## src/assert_macros.svh

```systemverilog
// Assertion macros included by the pick core RTL
`ifndef ASSERT_MACROS_SVH
`define ASSERT_MACROS_SVH

`ifndef SYNTHESIS

// Same-cycle implication, disabled while reset is active
`define ASSERT_IMPLIES(label, clk, rstn, ante, cons, msg) \
    label: assert property (@(posedge clk) disable iff (!rstn) (ante) |-> (cons)) \
        else $error(msg);

// Next-cycle implication, disabled while reset is active
`define ASSERT_NEXT(label, clk, rstn, ante, cons, msg) \
    label: assert property (@(posedge clk) disable iff (!rstn) (ante) |=> (cons)) \
        else $error(msg);

`else

`define ASSERT_IMPLIES(label, clk, rstn, ante, cons, msg)
`define ASSERT_NEXT(label, clk, rstn, ante, cons, msg)

`endif

`endif

```

## src/mwrp_pkg.sv

```systemverilog
// Package: operation codes, field widths and sequencer states of the weighted pick core
package mwrp_pkg;

    // Field widths of the request and result channels
    localparam int FUNC_W   = 3;
    localparam int INDEX_W  = 7;
    localparam int VALUE_W  = 16;
    localparam int RAND_W   = 32;
    localparam int PICK_W   = 7;
    localparam int MASK_W   = 9;

    // Shared multiplier operand widths
    localparam int MUL_A_W  = 32;
    localparam int MUL_B_W  = 16;
    localparam int PROD_W   = MUL_A_W + MUL_B_W;

    // Mask factor of 1.0
    localparam logic [MASK_W-1:0] MASK_ONE = 9'd256;

    // Operation codes
    localparam logic [FUNC_W-1:0] FUNC_SET_WEIGHT  = 3'd0;
    localparam logic [FUNC_W-1:0] FUNC_SET_MASK    = 3'd1;
    localparam logic [FUNC_W-1:0] FUNC_CLEAR_MASKS = 3'd2;
    localparam logic [FUNC_W-1:0] FUNC_DRAW        = 3'd3;
    localparam logic [FUNC_W-1:0] FUNC_READ_WEIGHT = 3'd4;

    // Sequencer states
    typedef enum logic [3:0] {
        ST_INIT,
        ST_IDLE,
        ST_UPD_OLD,
        ST_UPD_NEW,
        ST_UPD_ADD,
        ST_RD_WAIT,
        ST_CLR_RD,
        ST_CLR_ACC,
        ST_SCALE_MUL,
        ST_SCALE_ACC,
        ST_WALK,
        ST_DONE
    } state_t;

endpackage

```

## src/masked_weighted_random_pick_core.sv

```systemverilog
// Masked weighted random pick core: weight/mask table, masked total and roulette draw
// One request at a time; the draw walk streams one entry a cycle through the table memory
//   read port and the shared multiplier, the clear sweep reads each entry and then writes it back.
// A finished result waits in the output register while the next request is taken.
// Reset (aresetn low, synchronous) is followed by a pass that writes weight 1 and mask 1.0
//   into every entry; s_ready stays low until it ends.
`include "assert_macros.svh"

module masked_weighted_random_pick_core #(
    parameter int TABLE_ENTRIES = 64,
    parameter int WEIGHT_BITS   = 16
) (
    input  logic                           aclk,
    input  logic                           aresetn,
    input  logic                           s_valid,
    output logic                           s_ready,
    input  logic [mwrp_pkg::FUNC_W-1:0]    s_func,
    input  logic [mwrp_pkg::INDEX_W-1:0]   s_entry_index,
    input  logic [mwrp_pkg::VALUE_W-1:0]   s_new_value,
    input  logic [mwrp_pkg::RAND_W-1:0]    s_random_draw,
    output logic                           m_valid,
    input  logic                           m_ready,
    output logic [mwrp_pkg::PICK_W-1:0]    m_picked_index,
    output logic [mwrp_pkg::VALUE_W-1:0]   m_weight_read,
    output logic                           m_status
);
    import mwrp_pkg::*;

    localparam int IDX_W   = (TABLE_ENTRIES > 1) ? $clog2(TABLE_ENTRIES) : 1;
    localparam int CNT_W   = $clog2(TABLE_ENTRIES + 1);
    localparam int SUM_W   = WEIGHT_BITS + $clog2(TABLE_ENTRIES + 1);
    localparam int NCH     = (SUM_W + MUL_B_W - 1) / MUL_B_W;
    localparam int CH_W    = (NCH > 1) ? $clog2(NCH) : 1;
    localparam int PAD_W   = NCH * MUL_B_W;
    localparam int ACC_W   = RAND_W + PAD_W;
    localparam int ENTRY_W = WEIGHT_BITS + MASK_W;
    localparam int RANGE_W = 11;

    // Sequencer
    state_t state_reg, state_next;

    // Latched request
    logic [FUNC_W-1:0]  func_reg, func_next;
    logic [IDX_W-1:0]   idx_reg, idx_next;
    logic [VALUE_W-1:0] val_reg, val_next;
    logic [RAND_W-1:0]  rnd_reg, rnd_next;

    // Counters and arithmetic state
    logic [CNT_W-1:0]   cnt_reg, cnt_next;
    logic [CH_W-1:0]    chunk_reg, chunk_next;
    logic [ACC_W-1:0]   acc_reg, acc_next;
    logic [SUM_W-1:0]   target_reg, target_next;
    logic [SUM_W-1:0]   sum_reg, sum_next;
    logic [PROD_W-1:0]  prod_reg;
    logic [ENTRY_W-1:0] new_entry_reg, new_entry_next;

    // Walk pipeline tags
    logic               v1_reg, v1_next, v2_reg, v2_next;
    logic [IDX_W-1:0]   k1_reg, k1_next, k2_reg, k2_next;

    // Result staging and output register
    logic [PICK_W-1:0]  res_pick_reg, res_pick_next;
    logic [VALUE_W-1:0] res_weight_reg, res_weight_next;
    logic               res_status_reg, res_status_next;
    logic               m_valid_reg, m_valid_next;
    logic [PICK_W-1:0]  m_picked_index_reg, m_picked_index_next;
    logic [VALUE_W-1:0] m_weight_read_reg, m_weight_read_next;
    logic               m_status_reg, m_status_next;

    // Table memory ports
    logic [ENTRY_W-1:0] mem [TABLE_ENTRIES];
    logic               rd_en, wr_en;
    logic [IDX_W-1:0]   rd_addr, wr_addr;
    logic [ENTRY_W-1:0] wr_data, rd_data_reg;

    // Decoded helpers
    logic                   accept;
    logic                   inside_range;
    logic [WEIGHT_BITS-1:0] rd_w, new_w, mw;
    logic [MASK_W-1:0]      rd_m, new_m;
    logic [32:0]            wmax, val_ext;
    logic [MUL_A_W-1:0]     mul_a;
    logic [MUL_B_W-1:0]     mul_b;
    logic [PAD_W-1:0]       sum_pad;
    logic [ACC_W-1:0]       acc_step;
    logic                   walk_hit, walk_last, walk_issue;

    assign accept       = s_valid && s_ready;
    assign s_ready      = (state_reg == ST_IDLE);
    assign inside_range = {4'b0, s_entry_index} < RANGE_W'(TABLE_ENTRIES);

    assign rd_w = rd_data_reg[WEIGHT_BITS-1:0];
    assign rd_m = rd_data_reg[ENTRY_W-1:WEIGHT_BITS];

    // Saturate incoming weight and mask values
    assign wmax    = (33'd1 << WEIGHT_BITS) - 33'd1;
    assign val_ext = 33'(val_reg);
    assign new_w   = (val_ext > wmax) ? WEIGHT_BITS'(wmax) : WEIGHT_BITS'(val_reg);
    assign new_m   = (val_reg > 16'(MASK_ONE)) ? MASK_ONE : MASK_W'(val_reg);

    // Masked weight from the registered product
    assign mw = WEIGHT_BITS'(prod_reg >> 8);

    // Scaling: one 16-bit slice of the total per pass, most significant first
    assign sum_pad  = PAD_W'(sum_reg);
    assign acc_step = {acc_reg[ACC_W-MUL_B_W-1:0], {MUL_B_W{1'b0}}} + ACC_W'(prod_reg);

    // Walk compare stage
    assign walk_issue = (state_reg == ST_WALK) && (cnt_reg < CNT_W'(TABLE_ENTRIES));
    assign walk_hit   = v2_reg && (target_reg < SUM_W'(mw));
    assign walk_last  = v2_reg && (k2_reg == IDX_W'(TABLE_ENTRIES - 1));

    // Select shared multiplier operands
    always_comb begin
        case (state_reg)
            ST_SCALE_MUL: begin
                mul_a = rnd_reg;
                mul_b = sum_pad[MUL_B_W*chunk_reg +: MUL_B_W];
            end
            ST_UPD_NEW: begin
                mul_a = MUL_A_W'(new_entry_reg[WEIGHT_BITS-1:0]);
                mul_b = MUL_B_W'(new_entry_reg[ENTRY_W-1:WEIGHT_BITS]);
            end
            default: begin
                mul_a = MUL_A_W'(rd_w);
                mul_b = MUL_B_W'(rd_m);
            end
        endcase
    end

    // Next state
    always_comb begin
        state_next = state_reg;
        case (state_reg)
            ST_INIT: begin
                if (cnt_reg == CNT_W'(TABLE_ENTRIES - 1)) state_next = ST_IDLE;
            end
            ST_IDLE: begin
                if (s_valid) begin
                    case (s_func)
                        FUNC_SET_WEIGHT, FUNC_SET_MASK:
                            state_next = inside_range ? ST_UPD_OLD : ST_DONE;
                        FUNC_READ_WEIGHT:
                            state_next = inside_range ? ST_RD_WAIT : ST_DONE;
                        FUNC_CLEAR_MASKS: state_next = ST_CLR_RD;
                        FUNC_DRAW:        state_next = ST_SCALE_MUL;
                        default:          state_next = ST_DONE;
                    endcase
                end
            end
            ST_UPD_OLD:   state_next = ST_UPD_NEW;
            ST_UPD_NEW:   state_next = ST_UPD_ADD;
            ST_UPD_ADD:   state_next = ST_DONE;
            ST_RD_WAIT:   state_next = ST_DONE;
            ST_CLR_RD:    state_next = ST_CLR_ACC;
            ST_CLR_ACC: begin
                state_next = (cnt_reg == CNT_W'(TABLE_ENTRIES - 1)) ? ST_DONE : ST_CLR_RD;
            end
            ST_SCALE_MUL: state_next = ST_SCALE_ACC;
            ST_SCALE_ACC: state_next = (chunk_reg == '0) ? ST_WALK : ST_SCALE_MUL;
            ST_WALK: begin
                if (walk_hit || walk_last) state_next = ST_DONE;
            end
            ST_DONE: begin
                if (!m_valid_reg || m_ready) state_next = ST_IDLE;
            end
            default:      state_next = ST_IDLE;
        endcase
    end

    // Datapath, memory control and result outputs
    always_comb begin
        func_next           = func_reg;
        idx_next            = idx_reg;
        val_next            = val_reg;
        rnd_next            = rnd_reg;
        cnt_next            = cnt_reg;
        chunk_next          = chunk_reg;
        acc_next            = acc_reg;
        target_next         = target_reg;
        sum_next            = sum_reg;
        new_entry_next      = new_entry_reg;
        v1_next             = 1'b0;
        v2_next             = 1'b0;
        k1_next             = k1_reg;
        k2_next             = k2_reg;
        res_pick_next       = res_pick_reg;
        res_weight_next     = res_weight_reg;
        res_status_next     = res_status_reg;
        m_valid_next        = m_valid_reg && !m_ready;
        m_picked_index_next = m_picked_index_reg;
        m_weight_read_next  = m_weight_read_reg;
        m_status_next       = m_status_reg;
        rd_en               = 1'b0;
        rd_addr             = IDX_W'(s_entry_index);
        wr_en               = 1'b0;
        wr_addr             = idx_reg;
        wr_data             = new_entry_reg;

        case (state_reg)
            // Write weight one and mask 1.0 into every entry after reset
            ST_INIT: begin
                wr_en    = 1'b1;
                wr_addr  = IDX_W'(cnt_reg);
                wr_data  = {MASK_ONE, WEIGHT_BITS'(1)};
                cnt_next = cnt_reg + CNT_W'(1);
                if (cnt_reg == CNT_W'(TABLE_ENTRIES - 1)) begin
                    sum_next = SUM_W'(TABLE_ENTRIES);
                end
            end
            // Latch the request and start its first step
            ST_IDLE: begin
                if (accept) begin
                    func_next       = s_func;
                    idx_next        = IDX_W'(s_entry_index);
                    val_next        = s_new_value;
                    rnd_next        = s_random_draw;
                    res_pick_next   = '0;
                    res_weight_next = '0;
                    res_status_next = 1'b0;
                    if (s_func inside {FUNC_SET_WEIGHT, FUNC_SET_MASK, FUNC_READ_WEIGHT}) begin
                        rd_en           = inside_range;
                        res_status_next = !inside_range;
                    end
                    if (s_func == FUNC_CLEAR_MASKS) begin
                        cnt_next = '0;
                        sum_next = '0;
                    end
                    if (s_func == FUNC_DRAW) begin
                        acc_next   = '0;
                        chunk_next = CH_W'(NCH - 1);
                    end
                end
            end
            // Form the new entry while the old masked weight is multiplied
            ST_UPD_OLD: begin
                new_entry_next = (func_reg == FUNC_SET_WEIGHT) ? {rd_m, new_w} : {new_m, rd_w};
            end
            // Drop the old masked weight, store the entry, multiply the new one
            ST_UPD_NEW: begin
                sum_next = sum_reg - SUM_W'(mw);
                wr_en    = 1'b1;
            end
            ST_UPD_ADD: begin
                sum_next = sum_reg + SUM_W'(mw);
            end
            ST_RD_WAIT: begin
                res_weight_next = VALUE_W'(rd_w);
            end
            // Clear sweep: read an entry, then write it back unmasked and add its weight
            ST_CLR_RD: begin
                rd_en   = 1'b1;
                rd_addr = IDX_W'(cnt_reg);
            end
            ST_CLR_ACC: begin
                wr_en    = 1'b1;
                wr_addr  = IDX_W'(cnt_reg);
                wr_data  = {MASK_ONE, rd_w};
                sum_next = sum_reg + SUM_W'(rd_w);
                cnt_next = cnt_reg + CNT_W'(1);
            end
            // Accumulate random value times the total, one slice per pass
            ST_SCALE_ACC: begin
                acc_next   = acc_step;
                chunk_next = chunk_reg - CH_W'(1);
                if (chunk_reg == '0) begin
                    target_next = SUM_W'(acc_step >> RAND_W);
                    cnt_next    = '0;
                end
            end
            // Stream entries: read, multiply, compare and subtract
            ST_WALK: begin
                rd_en   = walk_issue;
                rd_addr = IDX_W'(cnt_reg);
                if (walk_issue) cnt_next = cnt_reg + CNT_W'(1);
                v1_next = walk_issue;
                k1_next = IDX_W'(cnt_reg);
                v2_next = v1_reg;
                k2_next = k1_reg;
                if (v2_reg) begin
                    if (walk_hit) begin
                        res_pick_next = PICK_W'(k2_reg);
                    end else begin
                        target_next = target_reg - SUM_W'(mw);
                        if (walk_last) res_pick_next = PICK_W'(TABLE_ENTRIES);
                    end
                end
            end
            // Hand the result to the output register once it is free
            ST_DONE: begin
                if (!m_valid_reg || m_ready) begin
                    m_valid_next        = 1'b1;
                    m_picked_index_next = res_pick_reg;
                    m_weight_read_next  = res_weight_reg;
                    m_status_next       = res_status_reg;
                end
            end
            default: begin
            end
        endcase
    end

    // Table memory with registered read
    always_ff @(posedge aclk) begin
        if (wr_en) mem[wr_addr] <= wr_data;
        if (rd_en) rd_data_reg <= mem[rd_addr];
    end

    // Control registers
    always_ff @(posedge aclk) begin
        if (!aresetn) begin
            state_reg   <= ST_INIT;
            cnt_reg     <= '0;
            m_valid_reg <= 1'b0;
            v1_reg      <= 1'b0;
            v2_reg      <= 1'b0;
        end else begin
            state_reg   <= state_next;
            cnt_reg     <= cnt_next;
            m_valid_reg <= m_valid_next;
            v1_reg      <= v1_next;
            v2_reg      <= v2_next;
        end
    end

    // Payload registers
    always_ff @(posedge aclk) begin
        func_reg           <= func_next;
        idx_reg            <= idx_next;
        val_reg            <= val_next;
        rnd_reg            <= rnd_next;
        chunk_reg          <= chunk_next;
        acc_reg            <= acc_next;
        target_reg         <= target_next;
        sum_reg            <= sum_next;
        prod_reg           <= PROD_W'(mul_a) * PROD_W'(mul_b);
        new_entry_reg      <= new_entry_next;
        k1_reg             <= k1_next;
        k2_reg             <= k2_next;
        res_pick_reg       <= res_pick_next;
        res_weight_reg     <= res_weight_next;
        res_status_reg     <= res_status_next;
        m_picked_index_reg <= m_picked_index_next;
        m_weight_read_reg  <= m_weight_read_next;
        m_status_reg       <= m_status_next;
    end

    assign m_valid        = m_valid_reg;
    assign m_picked_index = m_picked_index_reg;
    assign m_weight_read  = m_weight_read_reg;
    assign m_status       = m_status_reg;

    // Checks on the sequencer and the running total
    `ASSERT_NEXT(a_accept_leaves_idle, aclk, aresetn, accept, state_reg != ST_IDLE, "request accepted but sequencer stayed idle")
    `ASSERT_IMPLIES(a_result_from_done, aclk, aresetn, $rose(m_valid_reg), $past(state_reg) == ST_DONE, "result raised outside the done state")
    `ASSERT_IMPLIES(a_sum_bounded, aclk, aresetn, state_reg == ST_IDLE, 64'(sum_reg) <= 64'(TABLE_ENTRIES) * ((64'd1 << WEIGHT_BITS) - 64'd1), "masked total above its bound")
    `ASSERT_IMPLIES(a_walk_tag_range, aclk, aresetn, state_reg == ST_WALK && v2_reg, 32'(k2_reg) < 32'(TABLE_ENTRIES), "walk compare on an index past the table")

endmodule
```

## config.mk

```make
export PLATFORM = sky130hd
export DESIGN_NAME = masked_weighted_random_pick_core
export DESIGN_NICKNAME = d
export VERILOG_FILES = /design/src/mwrp_pkg.sv /design/src/masked_weighted_random_pick_core.sv
export VERILOG_INCLUDE_DIRS = /design/src /design/src/src
export SDC_FILE = /design/constraint.sdc
export NUM_CORES = 2
export LEC_CHECK = 0
export BUFFER_PORTS_ARGS = -buffer_cell sky130_fd_sc_hd__buf_2
export CORE_MARGIN = 2
export CORE_UTILIZATION = 50
export DETAILED_ROUTE_END_ITERATION = 12
export GPL_TIMING_DRIVEN = 0
export MAX_ROUTING_LAYER = met4
export PLACE_DENSITY = 0.65
export SYNTH_ARGS = -nofsm -noshare
export SYNTH_HDL_FRONTEND = slang
export SYNTH_SLANG_ARGS = --single-unit
export TNS_END_PERCENT = 20
```

## constraint.sdc

```tcl
create_clock -name aclk -period 9.1 [get_ports aclk]
set_clock_uncertainty 0.1 [all_clocks]
set_input_delay 0.455 -clock aclk [delete_from_list [all_inputs] [get_ports aclk]]
set_output_delay 0.455 -clock aclk [all_outputs]
set_load 0.005 [all_outputs]
```

Word level (Yosys, flattened, before mapping)
Memory sizes are Yosys's and may differ from the RTL's. A register that Yosys moved wholly into a read port is not among the register bits.
Index checks and enable logic that the tools add are counted.
{ "classes": {"n_mul": 1, "eq_ne": 29, "reduce_logical": 35, "add_sub_neg": 7, "muxes": 52, "n_shift": 1, "order_cmp": 5} }
{ "op_table": {"columns": ["op", "count"], "rows": [
  ["23-bit two-way mux", 6],
  ["23-bit case mux with 5 select lines", 1],
  ["39-bit two-way mux", 2],
  ["39-bit case mux with 2 select lines", 1],
  ["16-bit case mux with 2 select lines", 2],
  ["32-bit case mux with 2 select lines", 1],
  ["7-bit two-way mux", 8],
  ["55-bit by 48-bit adder with 55-bit output", 1],
  ["25-bit case mux with 2 select lines", 1],
  ["32-bit by 16-bit multiplier with 48-bit output", 1],
  ["23-bit by 16-bit adder with 23-bit output", 2],
  ["23-bit case mux with 2 select lines", 1],
  ["23-bit by 16-bit subtractor with 23-bit output", 2],
  ["4-bit case mux with 11 select lines", 1],
  ["16-bit two-way mux", 2],
  ["32-bit by 6-bit variable part select with 16-bit output", 1],
  ["4-bit two-way mux", 7],
  ["7-bit case mux with 4 select lines", 1],
  ["25-bit two-way mux", 1],
  ["23-bit by 16-bit < comparator with 1-bit output", 1],
  ["4-bit by 3-bit equality test with 1-bit output (second input constant)", 4],
  ["4-bit equality test (second input constant)", 4],
  ["16-bit greater-than comparator (second input constant)", 1],
  ["16-bit by 9-bit greater-than comparator with 1-bit output (second input constant)", 1],
  ["other kinds (36)", 77]
]} }
{ "word_totals": {"n_memories": 1, "ff_bits": 290, "word_cells": 154, "input_bits": 62, "output_inout_bits": 26, "ramBits": 1600} }
{ "mem_list": {"columns": ["memory", "words", "word_bits", "rd", "rd_clocked_by_memory_dff", "write_ports", "line_no", "text"], "rows": [
  ["mem", 64, 25, 1, 1, 1, "masked_weighted_random_pick_core.sv:71", "logic [ENTRY_W-1:0] mem [TABLE_ENTRIES];"]
]} }

Logic depth before layout (Yosys ltp)
{ "depth": {"word_depth": 6, "depth_mapped": 33, "ltp_nobuf": 27} }

Worst setup path after synthesis
No wires, ideal clock.
{ "synth_timing": {"path_type": "register to register", "startpoint": "register state_reg[3]", "endpoint": "register prod_reg[44]", "slack_ns": 1.465, "period_less_slack_ns": 7.635, "path_buffers": 4, "setup_time_ns": 0.072, "t_arrival_ns": 7.463, "stages_incl_launch_ff": 29, "required_time_ns": 8.928, "path_cell_list": "dfxtp_1 -> clkbuf_1 -> nand2b_1 -> nor3_1 -> nor2_1 -> clkbuf_1 -> a221oi_1 -> clkbuf_1 -> nor2_1 -> fa_1 -> inv_1 -> fa_1 -> fa_1 -> inv_1 -> fa_1 -> fa_1 -> inv_1 -> fa_1 -> inv_1 -> ha_1 -> clkbuf_1 -> nand3_1 -> or4_1 -> nor4_1 -> nor4_1 -> a21oi_1 -> nand2_1 -> o31ai_1 -> xnor2_1"} }
{ "synth_between": {"elab_chain_cells": 3, "word_cells_on_any_way": 5, "cone_classes": "mul: 1; eq/ne: 2; mux: 2"} }
{ "synth_lines": {"columns": ["item", "line_no", "text"], "rows": [
  ["from (decl)", "masked_weighted_random_pick_core.sv:40", "state_t state_reg, state_next;"],
  ["from (signal assigned)", "masked_weighted_random_pick_core.sv:318", "state_reg <= state_next;"],
  ["4-bit by 2-bit equality test with 1-bit output or 4-bit equality test (tied branches)", "masked_weighted_random_pick_core.sv:115", "case (state_reg)"],
  ["32-bit case mux with 2 select lines or 16-bit case mux with 2 select lines (tied branches)", "masked_weighted_random_pick_core.sv:115", null],
  ["32-bit by 16-bit multiplier with 48-bit output *", "masked_weighted_random_pick_core.sv:336", "prod_reg <= PROD_W'(mul_a) * PROD_W'(mul_b);"],
  ["to (signal assigned)", "masked_weighted_random_pick_core.sv:336", null],
  ["to (decl)", "masked_weighted_random_pick_core.sv:54", "logic [PROD_W-1:0] prod_reg;"]
]} }
Every way passes the cells marked *; elsewhere a longest branch is shown, timed or not.
A chain may end at the register's enable or synchronous reset.

Worst setup path in the final report
{ "layout_timing": {"startpoint": "register state_reg[0]", "endpoint": "register prod_reg[47]"} }
The elaborated chain is that of the path after synthesis.

==> results.env <==
CTS_HTREE_LEVELS=4
ROUTED_VIA_DENSITY=5.94
FIN_UTIL_PCT=56.7
ROUTEDWLPERCELL_UM=27.3
CRIT_PATH_MAX_FANOUT=10
FP.COREAREA_UM2=187000
TIMING.CRITICAL_PATH.MODE_CELL='sky130_fd_sc_hd__fa_1'
VDD.IR_DROP.WORST_mV=1.12
NETLIST-CELL-TYPE-COUNT=72
FINALWIRELENGTH_UM=284000
REPORT.FINAL.SLEW_VIOL_COUNT=2
FINALSETUPVIOLATIONS=0
FMAXACHIEVABLE_MHz=114
FIRST_GLOBAL_VIAS=60500
CTS_NUM_SINKS=1915
OVERALL_GLOBAL_ROUTING_RESOURCE_USAGE_PCT=30.5
GRT_MAX_DEGREE=65
SYNTH_TOP_CELLS_BY_AREA='sky130_fd_sc_hd__edfxtp_1 (59%), sky130_fd_sc_hd__fa_1 (9.0%), sky130_fd_sc_hd__nand2_1 (6.0%), sky130_fd_sc_hd__mux4_2 (4.8%), sky130_fd_sc_hd__nand3_1 (3.4%)'
DIEWIDTH_UM=438
CLOCK_TREE.BUFFER_DEPTH=3
FLOPS_LATCHES_SYNTH=1915
FINALCRITICALPERIOD_NS=8.81
AVGSYNTHCELLAREA_UM2=12.8
DRT-PASS1-ITER-COUNT=8
STATUS='complete, but fails checks'
SYNTH-EDFF-COUNT=1853
ANTENNA_VIOLATING_NETS_POST_ROUTE=0
TOTALPOWERFINAL_mW=40.1
CTS.CLK_SLEW.WORST_PATHS_NS=0.07
NET_COUNT_FINAL=8447
ROUTE.VIAS.TOTAL=62000
SYNTH_TOP_CELL_BY_AREA='sky130_fd_sc_hd__edfxtp_1'
CTS-ROOT-BUF='sky130_fd_sc_hd__clkbuf_16'
GRT_ANTENNA_BEFORE_REPAIR=4
DRC_ERRORS_LEFT=0
BUFFER_PORTS.INSERTED=87
SETUP_REPAIR_AFTER_GLOBAL_ROUTING_MISSED_ITS_MARGIN='yes'
SLOWEST_CELL_ON_THE_CRITICAL_PATH='sky130_fd_sc_hd__fa_1'
SYNTHARSTFLOPSHARE_PCT=0
FLOORPLAN.IO_PINS=88
WORSTSETUPPATHTYPE='flip-flop to flip-flop'
SYNTHESIS.NETS=8038
NUMBER_OF_PLACEMENT_ROWS=159
WIRE_LENGTH_OF_THE_FIRST_GLOBAL_ROUTING_PASS_UM=410000
SYNTH_TOP_CELL_AREA_SHARE_PCT=59.2
DESIGN.DIE.AREA_UM2=192000
TIGHTESTPINTRANSITION_NS=1.57
STARTPOINT_OF_THE_WORST_SLACK_REG_TO_REG_TIMING_PATH='state_reg[0]$_SDFFE_PN0P_'
REQUIRED_TIME_OF_THE_WORST_SETUP_PATH_NS=9.67
NUMBER_OF_CTS_INSERTED_BUFFERS=191
P_LEAK_nW=39.2
WORSTSETUPENDPOINTTYPE='flip-flop'
SETUP.REG_TO_REG.WORST_SLACK_NS=0.29
HOLD_VIOL=0
SETUP.WORST_PATH.START_CLASS='flip-flop'
WORST_HOLD_SLACK_NS=0.0743
SETUP.WORST_PATH.START='state_reg[0]$_SDFFE_PN0P_'
CLOCK_LATENCY_LATE_SINK_NS=0.87
HOLD_PATH_CLASS='primary input to flip-flop'
SEQ_AREA_FRAC_SYNTH_PCT=60.5
NETLIST_INSTANCES=7363
SYN-CELL-AREA_UM2=94000
INITIAL_UTILIZATION_PCT=50.2
POWER-PER-CELL-AREA_nW_PER_UM2=377
WORST_PATH_LARGEST_CELL_DELAY_NS=0.59
GRT.OVERFLOW.TOTAL=0
MAXCAPVIOLCOUNT=2
SLEW_HEADROOM_PCT=-5.75
WORST_HOLD_STARTPOINT='s_valid'
GLOBALPLACE.CONGESTION=1.02
DP_HPWL_UM=205000
SYNTH-MAIN-FF-CELL='sky130_fd_sc_hd__edfxtp_1'
CTS_TREE='built'
TNS_SETUP_NS=0
YS.WARNINGS.COUNT=0
DESIGN_AREA_UM2=106000
SYNTH_TO_LAYOUT_AREA_GROWTH_PCT=13.1
LARGEST_REGISTER_FF_COUNT=1600
PLACEMENT.CELL_AREA_UM2=99500
POST_ROUTE_CLOCK_PERIOD_UTILIZATION_PCT=96.8
FINAL_LAYOUT_SIZE_SUFFIX_GT1_SHARE_PCT=10.8
INITIALDRTVIOLATIONCOUNT=7760
FAILING_CHECKS='max-capacitance violations, max-slew violations'
TIMING.CRITICAL_PATH.ARRIVAL_NS=9.38
DIE_H_UM=438
==> report_power, final <==
part	switching, mW	total [mW]	internal, mW
combinational	13.7	20.6	6.90
sequential	0.302	11.9	11.6
clock	3.48	7.69	4.21
total	17.4	40.1	22.7
==> layout make-up <==
class                      instances  area, um2
tap                             2495       3120
sequential                      1915      56900
antenna                            5       12.5
buffer                           390       1610
multi-input combinational       4559      34400
timing repair buffer             219       2380
fill                           15200      81100
clock inverter                   107       1060
inverter                         496       1860
clock buffer                     245       5030
==> routing by layer <==
layer / global-route usage [%] / part of all wire (%) / wire (um) / up-vias
li1: - / - / - / 27000
met1: 39.9 / 39 / 111000 / 31300
met2: 47.2 / 47 / 133000 / 3160
met3: 4.64 / 8.7 / 24700 / 576
met4: 14.2 / 5.5 / 15800 / 0
met5: - / 0 / 0 / -
==> Yosys cell counts, types with 59 or more instances <==
cell type                  number
sky130_fd_sc_hd__a21oi_1      341
sky130_fd_sc_hd__nand2_1     1495
sky130_fd_sc_hd__inv_1        493
sky130_fd_sc_hd__nor2_1       363
sky130_fd_sc_hd__dfxtp_1       62
sky130_fd_sc_hd__nor4_1        59
sky130_fd_sc_hd__ha_1         192
sky130_fd_sc_hd__edfxtp_1    1853
sky130_fd_sc_hd__a21o_1        63
sky130_fd_sc_hd__nand3_1      637
sky130_fd_sc_hd__fa_1         421
sky130_fd_sc_hd__o21ai_0       92
sky130_fd_sc_hd__mux4_2       200
sky130_fd_sc_hd__and3_1        90
sky130_fd_sc_hd__clkbuf_1     307
sky130_fd_sc_hd__xnor2_1       64
sky130_fd_sc_hd__and2_1        68
==> per-stage QoR <==
step	instances	worst slack, ns
floorplan	7363	1.47
global placement	9945	-2.08
detailed placement	10000	-1.61
CTS	10400	0.00520
global route	10400	-0.0827
finish	10400	0.292
==> cells by family after synthesis <==
family	count (synthesis)	share of synthesized area, %
and+or+nand+nor	2884	13.4
DFF	1915	60.5
buffers and inverters	889	3.65
AOI/OAI and AO/OA	710	4.68
adders and majority gates	613	11.5
muxes	239	5.23
xor gates and xnor gates	113	1.05
==> critical path, delay by kind of cell (launching register included) <==
family	cells	cell delay [ns]
buffers and inverters	7	1.18
AO/OA/AOI/OAI	8	2.49
XOR/XNOR	1	0.11
flip-flops	1	0.34
AND/OR/NAND/NOR	5	0.86
adder cells (fa/ha/maj)	7	3.55
==> what timing repair did <==
action	CTS	global route
hold buffers	59	0
hold endpoints to repair	59	0
gates resized for setup	35	37
buffers inserted	2	2
pin swaps	1	3
setup endpoints to repair	33	13
==> cells in the final DEF (no fill, tap or decap), types with 19 or more instances in the layout <==
cell                            synthesis  final
sky130_fd_sc_hd__a21o_1                63     62
sky130_fd_sc_hd__a21oi_1              341    341
sky130_fd_sc_hd__a22oi_1               21     21
sky130_fd_sc_hd__and2_1                68     60
sky130_fd_sc_hd__and3_1                90     90
sky130_fd_sc_hd__buf_1                 35     31
sky130_fd_sc_hd__buf_16                 0     23
sky130_fd_sc_hd__buf_2                 39    130
sky130_fd_sc_hd__buf_4                 12     20
sky130_fd_sc_hd__buf_8                  0     26
sky130_fd_sc_hd__clkbuf_1             307    331
sky130_fd_sc_hd__clkbuf_16              0    193
sky130_fd_sc_hd__clkbuf_2               0     20
sky130_fd_sc_hd__clkinv_1               0     40
sky130_fd_sc_hd__clkinv_2               0     24
sky130_fd_sc_hd__dfxtp_1               62     61
sky130_fd_sc_hd__dlygate4sd3_1          0     59
sky130_fd_sc_hd__edfxtp_1            1853   1853
sky130_fd_sc_hd__fa_1                 421    421
sky130_fd_sc_hd__ha_1                 192    191
sky130_fd_sc_hd__inv_1                493    492
sky130_fd_sc_hd__mux2_2                20     20
sky130_fd_sc_hd__mux4_2               200    200
sky130_fd_sc_hd__nand2_1             1495   1494
sky130_fd_sc_hd__nand2b_1              34     33
sky130_fd_sc_hd__nand3_1              637    637
sky130_fd_sc_hd__nand4_1               20     20
sky130_fd_sc_hd__nor2_1               363    295
sky130_fd_sc_hd__nor2_2                 0     36
sky130_fd_sc_hd__nor2_4                 0     32
sky130_fd_sc_hd__nor2b_1               22     21
sky130_fd_sc_hd__nor3_1                41     36
sky130_fd_sc_hd__nor4_1                59     58
sky130_fd_sc_hd__o21ai_0               92     89
sky130_fd_sc_hd__or3_1                 19     19
sky130_fd_sc_hd__xnor2_1               64     64
sky130_fd_sc_hd__xor2_1                49     49
==> worst paths after layout <==
path                                  to  depth (start not counted)
max                 prod_reg[47]$_DFF_P_                         28
min            state_reg[1]$_SDFFE_PN0P_                          5
max reg2reg         prod_reg[47]$_DFF_P_                         28
min reg2reg  m_weight_read[15]$_DFFE_PP_                          0
Power figures use the tool's default switching activity.
